## config.mk

```make
export PLATFORM = sky130hd
export DESIGN_NAME = spi_nor_flash_command_planner_top
export DESIGN_NICKNAME = d
export VERILOG_FILES = /design/src/design/snfcp_pkg.sv /design/src/design/spi_nor_flash_command_planner_top.sv /design/src/design/snfcp_ctrl.sv /design/src/design/snfcp_datapath.sv
export SDC_FILE = /design/constraint.sdc
export NUM_CORES = 1
export LEC_CHECK = 0
export ABC_AREA = 1
export BUFFER_PORTS_ARGS = -buffer_cell sky130_fd_sc_hd__buf_2
export CAP_MARGIN = 25
export CORE_MARGIN = 4
export CORE_UTILIZATION = 45
export DETAILED_ROUTE_END_ITERATION = 8
export PLACE_DENSITY = 0.65
export SKIP_LAST_GASP = 1
export SYNTH_ARGS = -nofsm -noshare
export SYNTH_HDL_FRONTEND = slang
export SYNTH_HIERARCHICAL = 1
export SYNTH_SLANG_ARGS = --single-unit
```

## constraint.sdc

```tcl
create_clock -name clock -period 5.5 [get_ports clock]
set_input_delay 1.1 -clock clock [delete_from_list [all_inputs] [get_ports clock]]
set_output_delay 1.1 -clock clock [all_outputs]
set_load 0.02 [all_outputs]
```

## src/design/snfcp_pkg.sv

```systemverilog
package snfcp_pkg;

   // Field widths of the request and instruction items.
   localparam int ADDR_W = 24;
   localparam int LEN_W  = 14;
   localparam int OP_W   = 8;

   // Flash geometry and request limits.
   localparam int PAGE_BYTES   = 256;
   localparam int SECTOR_BYTES = 4096;
   localparam int MAX_LENGTH   = 8192;
   localparam int MAX_RESULTS  = 33;

   localparam int PAGE_W   = $clog2(PAGE_BYTES);
   localparam int SECTOR_W = $clog2(SECTOR_BYTES);
   localparam int CNT_W    = $clog2(MAX_RESULTS);

   // Flash instruction opcodes.
   localparam logic [OP_W-1:0] OP_PROGRAM = 8'h02;
   localparam logic [OP_W-1:0] OP_READ    = 8'h03;
   localparam logic [OP_W-1:0] OP_ERASE   = 8'h20;
   localparam logic [OP_W-1:0] OP_ID      = 8'h90;
   localparam logic [OP_W-1:0] OP_WAKE    = 8'hAB;

   localparam logic [ADDR_W-1:0] ID_ADDRESS = 24'hFFFF00;
   localparam logic [LEN_W-1:0]  ID_BYTES   = 14'd2;

   // Request command codes.
   typedef enum logic [1:0] {
      CMD_READ    = 2'd0,
      CMD_ERASE   = 2'd1,
      CMD_PROGRAM = 2'd2,
      CMD_OPEN    = 2'd3
   } command_type;

   // Controller to datapath commands.
   typedef struct packed {
      logic load;
      logic step;
   } dp_cmd_type;

   // Datapath to controller status.
   typedef struct packed {
      logic out_free;
      logic empty;
      logic last;
   } dp_status_type;

endpackage

```

## src/design/spi_nor_flash_command_planner_top.sv

```systemverilog
// Channel   Direction  Handshake            Payload
// req_      in         req_valid/req_ready  command, start_address, byte_length
// rsp_      out        rsp_valid/rsp_ready  opcode, flash_address, byte_count,
//                                           poll/write-enable flags, last
//
// A request is taken in idle, then its instructions leave at one per cycle from the
// instruction sequencer while the output is not stalled.
// An erase or program of zero length gives no instruction.
// Reset is synchronous and active high; it clears the sequencer and the output valid.
// A stalled output holds the sequencer; the next request is taken while the
// final instruction of the previous one still waits in the output register.
module spi_nor_flash_command_planner_top (
   input  logic                         clock,
   input  logic                         reset,
   input  logic                         req_valid,
   output logic                         req_ready,
   input  logic [1:0]                   req_command,
   input  logic [snfcp_pkg::ADDR_W-1:0] req_start_address,
   input  logic [snfcp_pkg::LEN_W-1:0]  req_byte_length,
   output logic                         rsp_valid,
   input  logic                         rsp_ready,
   output logic [snfcp_pkg::OP_W-1:0]   rsp_opcode,
   output logic [snfcp_pkg::ADDR_W-1:0] rsp_flash_address,
   output logic [snfcp_pkg::LEN_W-1:0]  rsp_byte_count,
   output logic                         rsp_poll_ready_before,
   output logic                         rsp_write_enable_before,
   output logic                         rsp_poll_ready_after,
   output logic                         rsp_last
);
   import snfcp_pkg::*;

   dp_cmd_type    dp_cmd;
   dp_status_type dp_status;

   // Sequencer.
   snfcp_ctrl u_ctrl (
      .clock     (clock),
      .reset     (reset),
      .req_valid (req_valid),
      .req_ready (req_ready),
      .dp_status (dp_status),
      .dp_cmd    (dp_cmd)
   );

   // Address, length and instruction datapath.
   snfcp_datapath u_datapath (
      .clock                   (clock),
      .reset                   (reset),
      .dp_cmd                  (dp_cmd),
      .dp_status               (dp_status),
      .req_command             (req_command),
      .req_start_address       (req_start_address),
      .req_byte_length         (req_byte_length),
      .rsp_valid               (rsp_valid),
      .rsp_ready               (rsp_ready),
      .rsp_opcode              (rsp_opcode),
      .rsp_flash_address       (rsp_flash_address),
      .rsp_byte_count          (rsp_byte_count),
      .rsp_poll_ready_before   (rsp_poll_ready_before),
      .rsp_write_enable_before (rsp_write_enable_before),
      .rsp_poll_ready_after    (rsp_poll_ready_after),
      .rsp_last                (rsp_last)
   );

endmodule

```

## src/design/snfcp_ctrl.sv

```systemverilog
module snfcp_ctrl (
   input  logic                     clock,
   input  logic                     reset,
   input  logic                     req_valid,
   output logic                     req_ready,
   input  snfcp_pkg::dp_status_type dp_status,
   output snfcp_pkg::dp_cmd_type    dp_cmd
);
   import snfcp_pkg::*;

   typedef enum logic [1:0] {
      ST_IDLE = 2'b01,
      ST_GEN  = 2'b10
   } state_type;

   state_type state_ff, state_in;

   // Sequence: take a request in idle, then issue one instruction per free cycle.
   always_comb begin
      state_in    = state_ff;
      req_ready   = 1'b0;
      dp_cmd.load = 1'b0;
      dp_cmd.step = 1'b0;
      case (state_ff)
         ST_IDLE: begin
            req_ready = 1'b1;
            if (req_valid) begin
               dp_cmd.load = 1'b1;
               state_in    = ST_GEN;
            end
         end
         ST_GEN: begin
            if (dp_status.empty) begin
               state_in = ST_IDLE;
            end else if (dp_status.out_free) begin
               dp_cmd.step = 1'b1;
               if (dp_status.last) begin
                  state_in = ST_IDLE;
               end
            end
         end
         default: begin
            state_in = ST_IDLE;
         end
      endcase
   end

   always_ff @(posedge clock) begin
      if (reset) begin
         state_ff <= ST_IDLE;
      end else begin
         state_ff <= state_in;
      end
   end

endmodule

```

## src/design/snfcp_datapath.sv

```systemverilog
module snfcp_datapath (
   input  logic                                   clock,
   input  logic                                   reset,
   input  snfcp_pkg::dp_cmd_type                  dp_cmd,
   output snfcp_pkg::dp_status_type               dp_status,
   input  logic [1:0]                             req_command,
   input  logic [snfcp_pkg::ADDR_W-1:0]           req_start_address,
   input  logic [snfcp_pkg::LEN_W-1:0]            req_byte_length,
   output logic                                   rsp_valid,
   input  logic                                   rsp_ready,
   output logic [snfcp_pkg::OP_W-1:0]             rsp_opcode,
   output logic [snfcp_pkg::ADDR_W-1:0]           rsp_flash_address,
   output logic [snfcp_pkg::LEN_W-1:0]            rsp_byte_count,
   output logic                                   rsp_poll_ready_before,
   output logic                                   rsp_write_enable_before,
   output logic                                   rsp_poll_ready_after,
   output logic                                   rsp_last
);
   import snfcp_pkg::*;

   localparam int SEC_CNT_W = ADDR_W + 1 - SECTOR_W;

   // Request state.
   command_type       cmd_ff;
   logic [ADDR_W-1:0] cur_ff, cur_in;
   logic [LEN_W-1:0]  left_ff, left_in;
   logic [CNT_W-1:0]  n_ff;

   // Output register.
   logic              valid_ff;
   logic [OP_W-1:0]   op_ff, op_in;
   logic [ADDR_W-1:0] addr_ff, addr_in;
   logic [LEN_W-1:0]  count_ff, count_in;
   logic              pb_ff, pb_in;
   logic              we_ff, we_in;
   logic              pa_ff, pa_in;
   logic              last_ff, last_in;

   // Load-time values.
   logic [LEN_W-1:0]     len_clamp;
   logic [ADDR_W:0]      end_byte;
   logic [SEC_CNT_W-1:0] sectors;
   logic [ADDR_W-1:0]    load_cur;
   logic [LEN_W-1:0]     load_left;

   // Step-time values.
   logic [PAGE_W:0]  room;
   logic [LEN_W-1:0] room_ext;
   logic [LEN_W-1:0] chunk;
   logic             cap_hit;

   // Clamp the length and, for an erase, count the sectors the range touches.
   always_comb begin
      len_clamp = (req_byte_length > LEN_W'(MAX_LENGTH)) ? LEN_W'(MAX_LENGTH)
                                                          : req_byte_length;
      end_byte  = {1'b0, req_start_address} + (ADDR_W+1)'(len_clamp) - (ADDR_W+1)'(1);
      sectors   = end_byte[ADDR_W:SECTOR_W]
                  - {1'b0, req_start_address[ADDR_W-1:SECTOR_W]}
                  + SEC_CNT_W'(1);
      load_cur  = req_start_address;
      load_left = len_clamp;
      if (command_type'(req_command) == CMD_ERASE) begin
         load_cur  = {req_start_address[ADDR_W-1:SECTOR_W], {SECTOR_W{1'b0}}};
         load_left = (len_clamp == '0) ? '0 : LEN_W'(sectors);
      end
   end

   // Build the current instruction and the state after it.
   always_comb begin
      room     = (PAGE_W+1)'(PAGE_BYTES) - {1'b0, cur_ff[PAGE_W-1:0]};
      room_ext = LEN_W'(room);
      chunk    = (left_ff < room_ext) ? left_ff : room_ext;
      cap_hit  = (n_ff == CNT_W'(MAX_RESULTS - 1));
      op_in    = OP_READ;
      addr_in  = cur_ff;
      count_in = left_ff;
      pb_in    = 1'b1;
      we_in    = 1'b0;
      pa_in    = 1'b0;
      last_in  = 1'b1;
      cur_in   = cur_ff;
      left_in  = left_ff;
      case (cmd_ff)
         CMD_READ: begin
            op_in = OP_READ;
         end
         CMD_ERASE: begin
            op_in    = OP_ERASE;
            count_in = '0;
            we_in    = 1'b1;
            last_in  = (left_ff == LEN_W'(1)) || cap_hit;
            cur_in   = cur_ff + ADDR_W'(SECTOR_BYTES);
            left_in  = left_ff - LEN_W'(1);
         end
         CMD_PROGRAM: begin
            op_in    = OP_PROGRAM;
            count_in = chunk;
            we_in    = 1'b1;
            last_in  = (left_ff == chunk) || cap_hit;
            cur_in   = cur_ff + ADDR_W'(chunk);
            left_in  = left_ff - chunk;
         end
         CMD_OPEN: begin
            pb_in = 1'b0;
            if (n_ff == '0) begin
               op_in    = OP_WAKE;
               addr_in  = '0;
               count_in = '0;
               pa_in    = 1'b1;
               last_in  = 1'b0;
            end else begin
               op_in    = OP_ID;
               addr_in  = ID_ADDRESS;
               count_in = ID_BYTES;
            end
         end
         default: begin
            op_in = OP_READ;
         end
      endcase
   end

   // Status toward the controller.
   assign dp_status.out_free = !valid_ff || rsp_ready;
   assign dp_status.empty    = ((cmd_ff == CMD_ERASE) || (cmd_ff == CMD_PROGRAM))
                               && (left_ff == '0);
   assign dp_status.last     = last_in;

   // Request state registers.
   always_ff @(posedge clock) begin
      if (reset) begin
         n_ff <= '0;
      end else if (dp_cmd.load) begin
         n_ff <= '0;
      end else if (dp_cmd.step) begin
         n_ff <= n_ff + CNT_W'(1);
      end
   end

   always_ff @(posedge clock) begin
      if (dp_cmd.load) begin
         cmd_ff  <= command_type'(req_command);
         cur_ff  <= load_cur;
         left_ff <= load_left;
      end else if (dp_cmd.step) begin
         cur_ff  <= cur_in;
         left_ff <= left_in;
      end
   end

   // Output register: a new instruction enters when the old one is taken.
   always_ff @(posedge clock) begin
      if (reset) begin
         valid_ff <= 1'b0;
      end else if (dp_cmd.step) begin
         valid_ff <= 1'b1;
      end else if (rsp_ready) begin
         valid_ff <= 1'b0;
      end
   end

   always_ff @(posedge clock) begin
      if (dp_cmd.step) begin
         op_ff    <= op_in;
         addr_ff  <= addr_in;
         count_ff <= count_in;
         pb_ff    <= pb_in;
         we_ff    <= we_in;
         pa_ff    <= pa_in;
         last_ff  <= last_in;
      end
   end

   assign rsp_valid               = valid_ff;
   assign rsp_opcode              = op_ff;
   assign rsp_flash_address       = addr_ff;
   assign rsp_byte_count          = count_ff;
   assign rsp_poll_ready_before   = pb_ff;
   assign rsp_write_enable_before = we_ff;
   assign rsp_poll_ready_after    = pa_ff;
   assign rsp_last                = last_ff;

endmodule

```

* Yosys cells after proc, flatten, opt, wreduce, memory -nomap -nowiden
Cells that the tools add are included.
** Operators by class
- Order comparisons :: 2
- Reductions and logical operators :: 17
- $add $sub $neg :: 10
- Equality and inequality tests :: 12
- Multiplexer cells :: 35
** Operators by type and width (number)
- $mux 24 :: 4
- $mux 14 :: 5
- $pmux 24 s2 :: 1
- $pmux 14 s3 :: 1
- $pmux 8 s4 :: 1
- $logic_not 14->1 :: 2
- $pmux 14 s2 :: 1
- $add 24x14->25 :: 1
- $sub 25x1->25 const B :: 1
- $add 24x13->24 const B :: 1
- $add 24x14->24 :: 1
- $eq 14x1->1 const B :: 1
- $eq 14x14->1 :: 1
- $gt 14x14->1 const B :: 1
- $lt 14x9->1 :: 1
- $sub 14x1->14 const B :: 1
- $sub 14x14->14 :: 1
- $add 13x1->13 const B :: 1
- $mux 13 :: 1
- $sub 13x12->13 :: 1
- $mux 1 :: 12
- $mux 12 :: 1
- $mux 2 :: 5
- $sub 9x8->9 const A :: 1
- other kinds (20) :: 29
** Storage, ports and cells
- Word-level logic and storage cells :: 89
- Flip-flop bits (word level) :: 99
- Input port bits :: 44
- Output and inout bits :: 52

* Logic depth before layout (Yosys ltp)
- Depth in word-level cells :: 10
- Gate-level depth with buffers :: 34
- Depth with buffers taken out :: 33

* Modules after synthesis
Netlist, hierarchy kept.
** Modules (own cells, without submodules)
- snfcp_datapath :: seq. area each 2782.7 sq um, area an instance 8267.9 sq um, cells each 1079, times used 1
- snfcp_ctrl :: seq. area each 40.0 sq um, area an instance 106.4 sq um, cells each 15, times used 1

* Worst setup path after synthesis
OpenSTA, ideal clock, no wires.
- Path kind :: input to register
- Start point :: in req_byte_length[0] in the netlist's numbering
- End point :: reg u_datapath.left_ff[9], data pin
- Data required time :: 5.237 ns
- Library setup time :: 0.263 ns
- Stages on the path :: 31
- Slack :: 0.310 ns
- Data arrival time :: 4.927 ns
- Buffers on the path :: 1
- Cell sequence :: or2_1 nor2_2 nand2_2 nand2_4 buf_2 nand2_1 ha_1 inv_1 ha_1 a21oi_1 nor2_1 a211oi_1 nand2_1 nand2_1 nand2_2 nand2_1 nand2_2 a21oi_1 xnor2_1 ha_1 ha_1 nand2_1 nor2_1 a211oi_1 nor2_1 o21ai_0 nand2_1 nor2_1 o22ai_1 nand2_1 nand2_1
** Between the ends
- Word-level cells in the longest chain between the ends :: 9
- Elaborated cells on any way between the ends :: 10
- Classes of those cells :: 4 x add/sub; 1 x order compare; 4 x mux; 1 x reduce/logical
** Ends and longest elaborated chain
- from (decl) :: line spi_nor_flash_command_planner_top.sv:19 : input logic [snfcp_pkg::LEN_W-1:0] req_byte_length,
- $gt 14x14->1 :: line snfcp_datapath.sv:54 : len_clamp = (req_byte_length > LEN_W'(MAX_LENGTH)) ? LEN_W'(MAX_LENGTH)
- $mux 14 (*) :: line snfcp_datapath.sv:54
- $add 24x14->25 :: line snfcp_datapath.sv:56 : end_byte = {1'b0, req_start_address} + (ADDR_W+1)'(len_clamp) - (ADDR_W+1)'(1);
- $sub 25x1->25 :: line snfcp_datapath.sv:56
- $sub 13x12->13 :: line snfcp_datapath.sv:58 : - {1'b0, req_start_address[ADDR_W-1:SECTOR_W]}
- $add 13x1->13 :: line snfcp_datapath.sv:59 : + SEC_CNT_W'(1);
- $mux 13 :: line snfcp_datapath.sv:64 : load_left = (len_clamp == '0) ? '0 : LEN_W'(sectors);
- $mux 14 (*) :: line snfcp_datapath.sv:62 : if (command_type'(req_command) == CMD_ERASE) begin
- $mux 14 (*) :: line snfcp_datapath.sv:141 : if (dp_cmd.load) begin
- to (signal assigned) :: line snfcp_datapath.sv:144 : left_ff <= load_left;
- to (signal assigned) :: line snfcp_datapath.sv:147 : left_ff <= left_in;
- to (decl) :: line snfcp_datapath.sv:26 : logic [LEN_W-1:0] left_ff, left_in;
Every way passes the cells marked *; elsewhere a longest branch is shown, timed or not.
A chain may end at the register's enable or synchronous reset.

* Final worst setup path
- Start point :: in req_byte_length[0] in the netlist's numbering
- End point :: reg u_datapath.left_ff[12], data pin
The elaborated chain is that of the path after synthesis.

==> metrics.cfg <==
[yosys]
synth_cell_types = 52
synth_top_area_share = 0.3156
yosysTopAreaCell = edfxtp_1
synth_common_cells = nand2_1, inv_1, ha_1
dominantRegCellSynth = edfxtp_1
synth.most_common_cell = nand2_1
synth.area.top_cells = edfxtp_1, ha_1, nand2_1, inv_1, a21oi_1
synthCells = 1094
synth_area_per_cell_um2 = 7.655
async_flop_share = 0
ys_ff_latch = 97
syn_area_um2 = 8374
seq_area_frac_synth = 0.3371
yosysWarnings = 6
synth-edff-count = 88

[pwr]
clockPowerShare = 0.257
internal_power_mw = 1.703
p_sw_frac = 0.3623
vdd_drop_max_uv = 156.4
p_leak_nw = 4.759
switching_power_uw = 967.8
power_frac_seq = 0.339
p_comb_frac = 0.405
cellPowerDensity_nw_per_um2 = 269.3
p_total_mw = 2.671

[setup_path]
r2r_cells = 25
critPathCaptureType = flop
max_stage_delay_ps = 350
cp-start-kind = primary input
r2r-end = u_datapath/left_ff[10]
r2r_slack_ps = 510
cpMaxStageDelayCell = ha_1
criticalPathCategory = in -> reg
cp_data_required_time_ps = 5600
critPathMaxFanout = 5
path_common_cell = nand2_1
cp.arrival_ps = 5310
r2r-start = u_datapath/cur_ff[0]

[worst_hold_path]
hold_path.class = reg -> reg
hold-path-cell-count = 2
min_to = u_datapath/n_ff[4]
min_from = u_datapath/n_ff[4]

[finish]
n_antenna_cell = 0
utilization = 0.5465
postLayoutCellArea_um2 = 9917
drive_above_1_share = 0.1660
synthToLayoutAreaGrowth_pct = 18.42
final_nets = 1389

[routing]
met1_length_mm = 10.64
highest_layer = met4
drc = 0
firstDrtPassIters = 5
drt_iter0_markers = 571
ant_nets = 0
routed_via_density = 5.265
met2_wirelength_mm = 10.57
wl_met3_mm = 1.582
wl_per_cell_um = 15.77
num_vias = 7771
totalWireLength_mm = 23.27

[sta]
drv_slew = 0
slew_headroom = 0.3374
setup_violations = 0
fmax_mhz = 192.0
rsz0062_at_grt = yes
setup_slack_ps = 292.8
hold_viol_final = 0
worstMarginPinSlew_ps = 990.2
whs_ps = 497.9
min_period_ps = 5207
fin_skew_ps = 9.567
post-route-period-util = 0.9468

[clock_network]
clockBufferDepth = 2
cts_max_level = 3
cts_tree = yes
clock_sinks = 97
cts_root_buf = clkbuf_16
clk_pin_slew_ps = 70
cts_buffers = 9
insertion_delay_ps = 350
cts_hold_buf = 0

[status]
status = completed

[run]
cap_viol_max_count = 0

[grt]
track_usage = 0.2240
antenna_found_initial = 0
grt_pass1_vias = 7379
grt_overflow = 0
grt_max_degree = 35
grt_pass1_wl_mm = 36.85

[floorplan]
ios = 96
fp-row-count = 49
die_area_um2 = 20860
start_util = 0.4615
die_x_um = 144.4
die_y_um = 144.4
core_um2 = 18150

[placement]
routabilityCongestion = 0.9502
dp_slack_ps = -295.3
placed_area_um2 = 9472
port-buffer-count = 93
hpwl_mm = 18.83

-- logic make-up (layout without fill, tap and decap cells) --
kind of cell / Yosys count / in the layout / synth area share
AO/OA/AOI/OAI: 237 / 237 / 0.1641
XOR/XNOR: 36 / 36 / 0.03855
adder cells (fa/ha/maj): 103 / 103 / 0.1566
buffers and inverters: 208 / 354 / 0.09547
flip-flops: 97 / 97 / 0.3371
other: 1 / 7 / 0.0004478
AND/OR/NAND/NOR: 412 / 413 / 0.2078
-- power by group through the flow --
stage	registers, mW	clock network (mW)	logic [mW]
5_1_grt	0.909	0.733	1.22
6_report	0.905	0.685	1.08
2_1_floorplan	0.910	0	0.685
4_1_cts	0.903	0.701	1.04
3_3_place_gp	0.918	0	1.02
3_5_place_dp	0.919	0	1.04
-- how the worst max path moves through the flow --
| stage | startpoint | endpoint | slack [ps] | cells after the start |
|---|---|---|---|---|
| 2_1_floorplan | req_byte_length[0] | u_datapath/left_ff[9] | 310 | 31 |
| 3_3_place_gp | req_byte_length[0] | u_datapath/left_ff[10] | -230 | 27 |
| 3_5_place_dp | req_byte_length[0] | u_datapath/left_ff[10] | -300 | 27 |
| 4_1_cts | req_byte_length[0] | u_datapath/left_ff[10] | 50 | 27 |
| 5_1_grt | req_byte_length[0] | u_datapath/left_ff[10] | -60 | 29 |
| 6_report | req_byte_length[0] | u_datapath/left_ff[12] | 290 | 33 |
-- layer usage --
| metal | track usage | up-vias |
|---|---|---|
| li1 | - | 3988 |
| met3 | 0.02745 | 36 |
| met5 | 0 | - |
| met2 | 0.3641 | 259 |
| met1 | 0.3165 | 3488 |
| met4 | 0.06038 | 0 |
-- critical path: cells and delay by family --
family | cells | cell delay [ps]
and+or+nand+nor | 17 | 1750
AOI/OAI and AO/OA | 4 | 470
buffers and inverters | 8 | 740
adders and majority gates | 4 | 1240
-- stage by stage --
stage	instances	setup TNS, ps
floorplan	1100	0
global placement	1455	-736.9
detailed placement	1455	-1181
CTS	1471	0
global route	1476	-122.9
finish	1476	0
-- registers in the layout, indices dropped and copies added, names as in the netlist --
register,flops
u_datapath/cur_ff,24
u_datapath/rsp_flash_address,24
u_datapath/left_ff,14
u_datapath/rsp_byte_count,14
u_datapath/n_ff,6
u_datapath/rsp_opcode,6
u_ctrl/state_ff,2
u_datapath/cmd_ff,2
u_datapath/rsp_last,1
u_datapath/rsp_poll_ready_after,1
u_datapath/rsp_poll_ready_before,1
u_datapath/rsp_valid,1
u_datapath/rsp_write_enable_before,1
-- cell type report --
cell class	count	area (µm²)
Sequential cell	97	2823
Fill cell	1763	8230
Timing Repair Buffer	152	908.4
Tap cell	229	286.5
Clock buffer	9	225.2
Multi-Input combinational cell	796	4875
Clock inverter	7	101.3
Inverter	186	698.2
-- cell usage in the layout, fill, tap and decap left out, types with 10 or more instances in the layout --
cell type,netlist,final
o21ai_0,70,66
inv_1,182,182
nor2_1,86,85
o21ai_1,6,10
nand2_1,224,223
ha_1,100,98
buf_2,3,93
nor3_1,24,22
nand3_1,43,43
a21oi_1,85,81
buf_4,4,59
edfxtp_1,88,88
xor2_1,26,26
o22ai_1,18,18
-- what timing repair did --
| action | CTS | global route |
|---|---|---|
| setup buffers | 0 | 4 |
| gates resized for setup | 0 | 19 |
| setup endpoints to repair | 0 | 18 |
| hold endpoints to repair | 0 | 0 |
No activity file was read; power rests on OpenSTA's default activity.
